`config.mk`:
```
export PLATFORM = sky130hd
export DESIGN_NAME = epoch_seconds_to_calendar
export DESIGN_NICKNAME = d
export VERILOG_FILES = /design/src/rtl/core/estc_pkg.sv /design/src/rtl/core/epoch_seconds_to_calendar.sv /design/src/rtl/core/estc_dp.sv /design/src/rtl/core/estc_ctrl.sv
export SDC_FILE = /design/constraint.sdc
export NUM_CORES = 2
export LEC_CHECK = 0
export ABC_AREA = 0
export BUFFER_PORTS_ARGS = -buffer_cell sky130_fd_sc_hd__buf_2
export CORE_ASPECT_RATIO = 0.75
export CORE_MARGIN = 2
export CORE_UTILIZATION = 35
export DETAILED_ROUTE_END_ITERATION = 16
export SYNTH_ARGS = -nofsm -noshare
export SYNTH_HDL_FRONTEND = slang
export SYNTH_SLANG_ARGS = --single-unit
```
`constraint.sdc`:
```
create_clock -name clk -period 17.9 [get_ports clk]
set_input_delay 0 -clock clk [delete_from_list [all_inputs] [get_ports clk]]
set_output_delay 0 -clock clk [all_outputs]
set_load 0.01 [all_outputs]
```
`src/rtl/core/estc_pkg.sv`:
```
// Shared types, command codes and calendar constants for the epoch-to-calendar converter.
package estc_pkg;

	// Datapath operation codes
	typedef logic [3:0] op_t;
	localparam op_t OP_IDLE  = 4'd0;
	localparam op_t OP_LOAD  = 4'd1;
	localparam op_t OP_DIV   = 4'd2;
	localparam op_t OP_SEC   = 4'd3;
	localparam op_t OP_MIN   = 4'd4;
	localparam op_t OP_HOUR  = 4'd5;
	localparam op_t OP_YEAR4 = 4'd6;
	localparam op_t OP_YEAR  = 4'd7;
	localparam op_t OP_MONTH = 4'd8;
	localparam op_t OP_PUB   = 4'd9;

	// Command from controller to datapath
	typedef struct packed {
		op_t  op;
		logic dsel;  // divisor select: 0 = 60, 1 = 24
	} cmd_t;

	// Status from datapath to controller
	typedef struct packed {
		logic blk_ge;  // day count covers a whole four-year block
		logic yr_ge;   // day count covers the current year
		logic mon_go;  // day count covers the current month and month is not December
	} status_t;

	localparam logic [31:0] EPOCH_OFFSET = 32'd946684800;
	localparam logic [6:0]  DIV_MIN      = 7'd60;
	localparam logic [6:0]  DIV_HOUR     = 7'd24;
	localparam logic [8:0]  DAYS_YEAR    = 9'd365;
	localparam logic [15:0] DAYS_BLOCK   = 16'd1461;
	localparam logic [3:0]  MONTHS       = 4'd12;

	// Reciprocals for any 32-bit x: x / 60 = (x * RECIP_MIN) >> 37,
	// x / 24 = (x * RECIP_HOUR) >> 36
	localparam logic [31:0] RECIP_MIN  = 32'h8888_8889;
	localparam logic [31:0] RECIP_HOUR = 32'hAAAA_AAAB;

	// Days in a month, February extended in leap years
	function automatic logic [4:0] month_len(input logic [3:0] month, input logic leap);
		logic [4:0] len;
		case (month)
			4'd2:    len = leap ? 5'd29 : 5'd28;
			4'd4:    len = 5'd30;
			4'd6:    len = 5'd30;
			4'd9:    len = 5'd30;
			4'd11:   len = 5'd30;
			default: len = 5'd31;
		endcase
		return len;
	endfunction

endpackage

```
`src/rtl/core/epoch_seconds_to_calendar.sv`:
```
// Top level of the epoch-seconds to calendar-date converter.
// Converts a 32-bit count of seconds since 1970 into years since 2000, month, day, hour,
// minute and second (every fourth year leap, no century rule; times before 2000 wrap).
// One request at a time: the next request is accepted the cycle after the result is
// registered. The work is three constant divisions (a reciprocal multiply and a
// remainder step each), one four-year subtraction per cycle (up to 34), one year step
// per cycle (up to 3) and one month step per cycle (up to 11), then the publish step.
// A finished result waits in an output register, so a stalled consumer holds back only
// the final publish.
module epoch_seconds_to_calendar import estc_pkg::*; (
	input  logic        clk,
	input  logic        arst_n,
	input  logic        in_valid,
	output logic        in_stall,
	input  logic [31:0] epoch_seconds,
	output logic        out_valid,
	input  logic        out_stall,
	output logic [6:0]  year_offset,
	output logic [3:0]  month_num,
	output logic [4:0]  day_of_month,
	output logic [4:0]  hour_num,
	output logic [5:0]  minute_num,
	output logic [5:0]  second_num
);

	cmd_t    cmd;
	status_t st;

	// Sequence the conversion
	estc_ctrl u_ctrl (
		.clk       (clk),
		.arst_n    (arst_n),
		.in_valid  (in_valid),
		.in_stall  (in_stall),
		.out_valid (out_valid),
		.out_stall (out_stall),
		.st        (st),
		.cmd       (cmd)
	);

	// Do the arithmetic and hold the result
	estc_dp u_dp (
		.clk           (clk),
		.arst_n        (arst_n),
		.cmd           (cmd),
		.epoch_seconds (epoch_seconds),
		.st            (st),
		.year_offset   (year_offset),
		.month_num     (month_num),
		.day_of_month  (day_of_month),
		.hour_num      (hour_num),
		.minute_num    (minute_num),
		.second_num    (second_num)
	);

endmodule

```
`src/rtl/core/estc_dp.sv`:
```
// Datapath: reciprocal-multiply constant divider, year and month subtractors, result registers.
module estc_dp import estc_pkg::*; (
	input  logic        clk,
	input  logic        arst_n,
	input  cmd_t        cmd,
	input  logic [31:0] epoch_seconds,
	output status_t     st,
	output logic [6:0]  year_offset,
	output logic [3:0]  month_num,
	output logic [4:0]  day_of_month,
	output logic [4:0]  hour_num,
	output logic [5:0]  minute_num,
	output logic [5:0]  second_num
);

	logic [31:0] work_q;
	logic [31:0] quo_q;
	logic [15:0] days_q;
	logic [7:0]  year_q;
	logic [3:0]  month_q;
	logic [5:0]  sec_q;
	logic [5:0]  min_q;
	logic [4:0]  hour_q;

	logic [6:0]  dv;
	logic [31:0] recip;
	logic [63:0] prod;
	logic [31:0] quo;
	logic [31:0] rem;
	logic        leap;
	logic [8:0]  ylen;
	logic [4:0]  mlen;

	// Quotient by 60 or 24 through a reciprocal multiply
	assign dv    = cmd.dsel ? DIV_HOUR : DIV_MIN;
	assign recip = cmd.dsel ? RECIP_HOUR : RECIP_MIN;
	assign prod  = {32'd0, work_q} * {32'd0, recip};
	assign quo   = cmd.dsel ? {4'd0, prod[63:36]} : {5'd0, prod[63:37]};

	// Remainder from the registered quotient
	assign rem = work_q - quo_q * {25'd0, dv};

	// Year and month lengths
	assign leap = (year_q[1:0] == 2'd0);
	assign ylen = DAYS_YEAR + {8'd0, leap};
	assign mlen = month_len(month_q, leap);

	assign st.blk_ge = (days_q >= DAYS_BLOCK);
	assign st.yr_ge  = (days_q >= {7'd0, ylen});
	assign st.mon_go = (days_q >= {11'd0, mlen}) && (month_q < MONTHS);

	// Execute the controller's command
	always_ff @(posedge clk) begin
		case (cmd.op)
			OP_LOAD: begin
				work_q <= epoch_seconds - EPOCH_OFFSET;
			end
			OP_DIV: begin
				quo_q <= quo;
			end
			OP_SEC: begin
				sec_q  <= rem[5:0];
				work_q <= quo_q;
			end
			OP_MIN: begin
				min_q  <= rem[5:0];
				work_q <= quo_q;
			end
			OP_HOUR: begin
				hour_q  <= rem[4:0];
				days_q  <= quo_q[15:0];
				year_q  <= 8'd0;
				month_q <= 4'd1;
			end
			OP_YEAR4: begin
				days_q <= days_q - DAYS_BLOCK;
				year_q <= year_q + 8'd4;
			end
			OP_YEAR: begin
				days_q <= days_q - {7'd0, ylen};
				year_q <= year_q + 8'd1;
			end
			OP_MONTH: begin
				days_q  <= days_q - {11'd0, mlen};
				month_q <= month_q + 4'd1;
			end
			OP_PUB: begin
				year_offset  <= year_q[6:0];
				month_num    <= month_q;
				day_of_month <= days_q[4:0] + 5'd1;
				hour_num     <= hour_q;
				minute_num   <= min_q;
				second_num   <= sec_q;
			end
			default: begin
			end
		endcase
	end

	// Remainder stays below the divisor whenever it is taken
	a_rem_bound: assert property (@(posedge clk) disable iff (!arst_n)
		((cmd.op == OP_SEC) || (cmd.op == OP_MIN) || (cmd.op == OP_HOUR))
		|-> (rem < {25'd0, dv}))
		else $error("divider remainder out of range");

	// Whole-block subtraction only when the day count covers the block
	a_blk_sub: assert property (@(posedge clk) disable iff (!arst_n)
		(cmd.op == OP_YEAR4) |-> st.blk_ge)
		else $error("four-year subtraction without enough days");

	// Month advance never passes December
	a_month_cap: assert property (@(posedge clk) disable iff (!arst_n)
		(cmd.op == OP_MONTH) |=> (month_q <= MONTHS))
		else $error("month advanced past December");

endmodule

```
`src/rtl/core/estc_ctrl.sv`:
```
// Controller: sequences division, year and month passes and the output handshake.
module estc_ctrl import estc_pkg::*; (
	input  logic    clk,
	input  logic    arst_n,
	input  logic    in_valid,
	output logic    in_stall,
	output logic    out_valid,
	input  logic    out_stall,
	input  status_t st,
	output cmd_t    cmd
);

	localparam logic [3:0] S_IDLE = 4'd0;
	localparam logic [3:0] S_D1   = 4'd1;
	localparam logic [3:0] S_A1   = 4'd2;
	localparam logic [3:0] S_D2   = 4'd3;
	localparam logic [3:0] S_A2   = 4'd4;
	localparam logic [3:0] S_D3   = 4'd5;
	localparam logic [3:0] S_A3   = 4'd6;
	localparam logic [3:0] S_Y4   = 4'd7;
	localparam logic [3:0] S_Y1   = 4'd8;
	localparam logic [3:0] S_MO   = 4'd9;
	localparam logic [3:0] S_DONE = 4'd10;

	logic [3:0] state_q, state_d;
	logic       out_valid_q;
	logic       pub;

	assign in_stall  = (state_q != S_IDLE);
	assign out_valid = out_valid_q;
	assign pub       = (cmd.op == OP_PUB);

	// Next state and command
	always_comb begin
		state_d  = state_q;
		cmd.op   = OP_IDLE;
		cmd.dsel = 1'b0;
		case (state_q)
			S_IDLE: begin
				if (in_valid) begin
					cmd.op  = OP_LOAD;
					state_d = S_D1;
				end
			end
			S_D1: begin
				cmd.op  = OP_DIV;
				state_d = S_A1;
			end
			S_A1: begin
				cmd.op  = OP_SEC;
				state_d = S_D2;
			end
			S_D2: begin
				cmd.op  = OP_DIV;
				state_d = S_A2;
			end
			S_A2: begin
				cmd.op  = OP_MIN;
				state_d = S_D3;
			end
			S_D3: begin
				cmd.op   = OP_DIV;
				cmd.dsel = 1'b1;
				state_d  = S_A3;
			end
			S_A3: begin
				cmd.op   = OP_HOUR;
				cmd.dsel = 1'b1;
				state_d  = S_Y4;
			end
			S_Y4: begin
				if (st.blk_ge) cmd.op = OP_YEAR4;
				else state_d = S_Y1;
			end
			S_Y1: begin
				if (st.yr_ge) cmd.op = OP_YEAR;
				else state_d = S_MO;
			end
			S_MO: begin
				if (st.mon_go) cmd.op = OP_MONTH;
				else state_d = S_DONE;
			end
			S_DONE: begin
				// hold the finished request until the output register frees up
				if (!out_valid_q || !out_stall) begin
					cmd.op  = OP_PUB;
					state_d = S_IDLE;
				end
			end
			default: begin
				state_d = S_IDLE;
			end
		endcase
	end

	// State and output valid
	always_ff @(posedge clk or negedge arst_n) begin
		if (!arst_n) begin
			state_q     <= S_IDLE;
			out_valid_q <= 1'b0;
		end else begin
			state_q     <= state_d;
			out_valid_q <= pub | (out_valid_q & out_stall);
		end
	end

	// A new result appears only after the finish state
	a_pub_src: assert property (@(posedge clk) disable iff (!arst_n)
		$rose(out_valid_q) |-> $past(state_q == S_DONE))
		else $error("result published outside finish state");

	// First quotient is always followed by its remainder step
	a_div1_end: assert property (@(posedge clk) disable iff (!arst_n)
		(state_q == S_D1) |=> (state_q == S_A1))
		else $error("seconds division did not finish");

	// Month pass ends in the finish state
	a_mon_end: assert property (@(posedge clk) disable iff (!arst_n)
		(state_q == S_MO && !st.mon_go) |=> (state_q == S_DONE))
		else $error("month pass did not finish");

endmodule
```
# Word level (Yosys, flattened, before mapping)
# Cells that the tools add are included.
# word_totals
inputBits,36
reg_bits,147
# op_classes
n_mul,2
n_reduce_logical,16
add_sub_neg,10
muxes,22
n_eq_ne,29
magnitude_cmp,4
bitwise_logic,2
# op_table
cell,count
$mul A32 B32 Y64,1
$pmux W16 S4,1
$pmux W32 S2,1
$pmux W4 S11,1
$eq A4 B3 Y1 const B,10
$pmux W4 S9,1
$mul A32 B7 Y6,1
$sub A32 B30 Y32 const B,1
$mux W30,1
$eq A4 B4 Y1 const B,7
$mux W4,7
$mux W27,1
$pmux W8 S3,1
$eq A4 B2 Y1 const B,5
$ge A16 B11 Y1 const B,1
$ge A16 B5 Y1,1
$ge A16 B9 Y1,1
$sub A16 B11 Y16 const B,1
$sub A16 B5 Y16,1
$sub A16 B9 Y16,1
$pmux W5 S2,1
$add A9 B1 Y9 const A,1
$add A8 B1 Y8 const B,1
$add A8 B3 Y8 const B,1
other kinds (25),36

# Longest topological paths before layout
# depth
depth_word,10
ltp_mapped,32

# Cells and area by module
# A second synthesis with hierarchy kept.
# unflattened
cells_unflattened,2660
area_unflattened_um2,25858.6
# modules_own_cells
mod,cells_per_inst,area_per_inst_um2,instances
estc_dp,2609,25453.2,1
estc_ctrl,51,405.4,1

# Worst setup path before layout
# Ideal clock, no wire load.
# synth_path
kind,register -> register
start,reg u_ctrl.state_q[1]
end,reg u_dp.quo_q[13] (data pin)
path_buffers,3
required_time_ns,17.640
setup_ns,0.260
t_arrival_ns,7.896
stages_incl_launch_ff,30
path_slack_ns,9.744
cell_sequence,dfrtp_1 > xnor2_2 > nor2_1 > clkbuf_1 > buf_2 > buf_1 > nand2_1 > inv_1 > ha_1 > fa_1 > inv_1 > fa_1 > fa_1 > inv_1 > fa_1 > fa_1 > fa_1 > inv_1 > fa_1 > inv_1 > ha_1 > and4_1 > nand2_1 > a2111oi_0 > nand2_1 > o21ai_0 > nor2_1 > o21bai_1 > xor2_1 > mux2_2
# synth_between
elab_chain_len,6
word_cells_on_any_way,7
# synth_lines
item,line_no,text
"start, declared",estc_ctrl.sv:25,"logic [3:0] state_q, state_d;"
"start signal, assigned",estc_ctrl.sv:102,state_q <= state_d;
$eq A4 B3 Y1,estc_ctrl.sv:38,case (state_q)
$reduce_or A2 Y1 (no line) *,n/a,
$mux W1 *,estc_ctrl.sv:38,
$mux W30,estc_dp.sv:36,assign recip = cmd.dsel ? RECIP_HOUR : RECIP_MIN;
$mul A32 B32 Y64,estc_dp.sv:37,"assign prod = {32'd0, work_q} * {32'd0, recip};"
$mux W27 *,estc_dp.sv:38,"assign quo = cmd.dsel ? {4'd0, prod[63:36]} : {5'd0, prod[63:37]};"
named net u_dp.quo[13],estc_dp.sv:28,logic [31:0] quo;
"end signal, assigned",estc_dp.sv:59,quo_q <= quo;
"end, declared",estc_dp.sv:17,logic [31:0] quo_q;
# Mark *: on every way through the listed nets, which the timed path passes. The rest lies on a longest branch.
# A chain may end at the register's enable or synchronous reset.

# Final worst setup path
# layout_path
start,reg u_ctrl.state_q[1]
end,reg u_dp.quo_q[24] (data pin)
# The elaborated chain is that of the path after synthesis.

==> impl_metrics.ini <==
[yosys]
avgSynthCellArea_um2 = 9.53
synth.most_common_cell = inv_1
synthFlopType = edfxtp_1
synth.cell_area_mm2 = 0.0259
netlist_instances = 2720
yosysTopAreaCell = fa_1
ys_seq_area_share_pct = 16.4
async_flop_share_pct = 3.52
synth_commonest_cells = inv_1 (716), fa_1 (390), ha_1 (389), nand2_1 (208), edfxtp_1 (137)
syn_nets = 3535
ys_types = 83
synth.top_cells.by_area = fa_1 (30%), ha_1 (19%), edfxtp_1 (16%), inv_1 (10%), xnor2_1 (3.3%)
yosys_warnings = 0
synth-edff-count = 137
ys_seq_elements = 142
yosysTopAreaCellShare_pct = 30.1

[sta]
finalSetupTns_ps = 0
setup_slack_ps = 7850
fmax_ghz = 0.0995
relSlewSlack_pct = 9.48
rsz0062_at_grt = false
maxSlewViolCount = 0
tightest_slew_ps = 1320
fin_crit_sh_pct = 56.1
hold_viol_final = 0
min_period_ps = 10050
fin_skew_ps = 16.1
finalSetupViolations = 0

[finish]
fin_nets = 3588
n_antenna_cell = 0
area_growth_pct = 8.55
multi_input_area_mm2 = 0.0188
final-seq-area_mm2 = 0.00424
layout.cells.non_filler = 3754
fill_cells = 7409
layout-drive-gt1-share_pct = 5.56

[drt]
wl_per_cell_um = 21.2
vias = 19100
wl_mm = 79.7
drtIter0Drc = 1662
dr.pass1.iters = 6
drc = 0
ant_nets = 0
vias_per_cell = 5.08

[clocking]
clk_pin_slew_ps = 70
cts_root_buffer = clkbuf_16
cts_sinks = 142
cts_tree = yes
cts-buffers-inserted = 17
ctsLongestPathBuffers = 2
postCtsSetupRepairBufs = 0
insertion_delay_ps = 440
htree_levels = 4

[critical_path]
required_ps = 18050
crit_buf_inv = 4
cp_slowest_cell = a2111oi_0
cpMostUsedCell = fa_1
cp_top_family = adder cells
crit_path_max_fanout = 72
slowest_delay_ps = 1130
crit_type = flop to flop
end_kind = flop
cp.arrival_ps = 10200
cp-start-kind = flop

[die]
num_rows = 86
pin_count = 71
die_w_um = 318
die_y_um = 240
dieArea_mm2 = 0.0763
start_util_pct = 35.3
core_mm2 = 0.0734

[worst_hold_path]
hp-class = input port to flop

[placed_design]
gp_congestion = 1.01
pre_cts_ws_ps = 8310
dpl.cell_count = 3703
place_hpwl_mm = 68.8
portBuffers = 70

[global_route]
grt-ovfl-total = 0
antenna_found_initial = 0
grt_pass1_vias = 19700
grt_start_max_net_pins = 73
grt_use_total_pct = 21.5
grt_pass1_wl_mm = 122

[run_status]
outcome = completed

[job]
cap_violations = 0
tightest hold or removal path, delay by kind of cell:
| family | cells | cell delay [ps] |
|---|---|---|
| adders and majority gates | 1 | 140 |
| buffers and inverters | 1 | 110 |
| and+or+nand+nor | 2 | 100 |
final timing paths:
path | startpoint | end | slack, ps | cells past startpoint
min reg2reg | u_dp.sec_q[4] | u_dp.second_num[4] | 420 | 0
min | epoch_seconds[7] | u_dp.work_q[8] | 10 | 4
max in group asynchronous | arst_n | u_ctrl.state_q[2] | 17130 | 3
min in group asynchronous | arst_n | u_ctrl.out_valid | 520 | 3
max | u_ctrl.state_q[1] | u_dp.quo_q[24] | 7850 | 28
max reg2reg | u_ctrl.state_q[1] | u_dp.quo_q[24] | 7850 | 28
state kept, by name, indices dropped and copies added, names as in the netlist:
register / flops
u_ctrl.out_valid: 1
u_ctrl.state_q: 4
u_dp.day_of_month: 5
u_dp.days_q: 16
u_dp.hour_num: 5
u_dp.hour_q: 5
u_dp.min_q: 6
u_dp.minute_num: 6
u_dp.month_num: 4
u_dp.month_q: 4
u_dp.quo_q: 28
u_dp.sec_q: 6
u_dp.second_num: 6
u_dp.work_q: 32
u_dp.year_offset: 7
u_dp.year_q: 7
cell usage in the layout (no fill, tap or decap), drive strengths merged, types with 35 or more instances in the layout:
| master | netlist | routed |
|---|---|---|
| ha | 389 | 389 |
| inv | 716 | 722 |
| edfxtp | 137 | 137 |
| fa | 390 | 390 |
| buf | 17 | 82 |
| nor2 | 127 | 127 |
| xnor2 | 100 | 100 |
| nand2 | 208 | 208 |
| o21ai | 96 | 96 |
| nand3 | 35 | 35 |
| a21oi | 113 | 113 |
| xor2 | 46 | 46 |
cells by family after synthesis:
group / Yosys count / synth area share [%]
xor gates and xnor gates: 146 / 4.96
buffers and inverters: 783 / 11.4
adders and majority gates: 779 / 48.9
AOI/OAI and AO/OA: 377 / 9.67
DFF: 142 / 16.4
muxes: 8 / 0.319
and+or+nand+nor: 485 / 8.38
metal layers:
layer | global-route usage, % | wire length, um | vias up
met5 | 0 | 0 | -
met4 | 3.59 | 1230 | 0
met3 | 6.74 | 8480 | 77
met2 | 30.3 | 32100 | 824
met1 | 32.3 | 38000 | 9380
li1 | - | - | 8781
timing repair:
item	in CTS	in global routing
hold buffers	19	0
hold endpoints to repair	21	0
gates resized for setup	0	0
metrics by stage:
step	hold WS [ps]	util [%]	instance area [um^2]
final	14.9	38.3	28100
after global routing	7.12	38.3	28100
after CTS	4.70	38.3	28100
after detailed placement	-159	37.2	27300
after global placement	-158	37.2	27300
after floorplan	-296	-	25900
layout make-up:
cell class / instances / area share (%)
clock buffer: 17 / 1.51
clock inverter: 15 / 0.689
inverter: 716 / 9.55
multi-input combinational: 1795 / 66.6
sequential: 142 / 15.1
tap: 968 / 4.30
timing repair buffer: 101 / 2.24
Power is not shown: default switching activity piles up to over one toggle a cycle in this logic, so the estimate is an artifact.
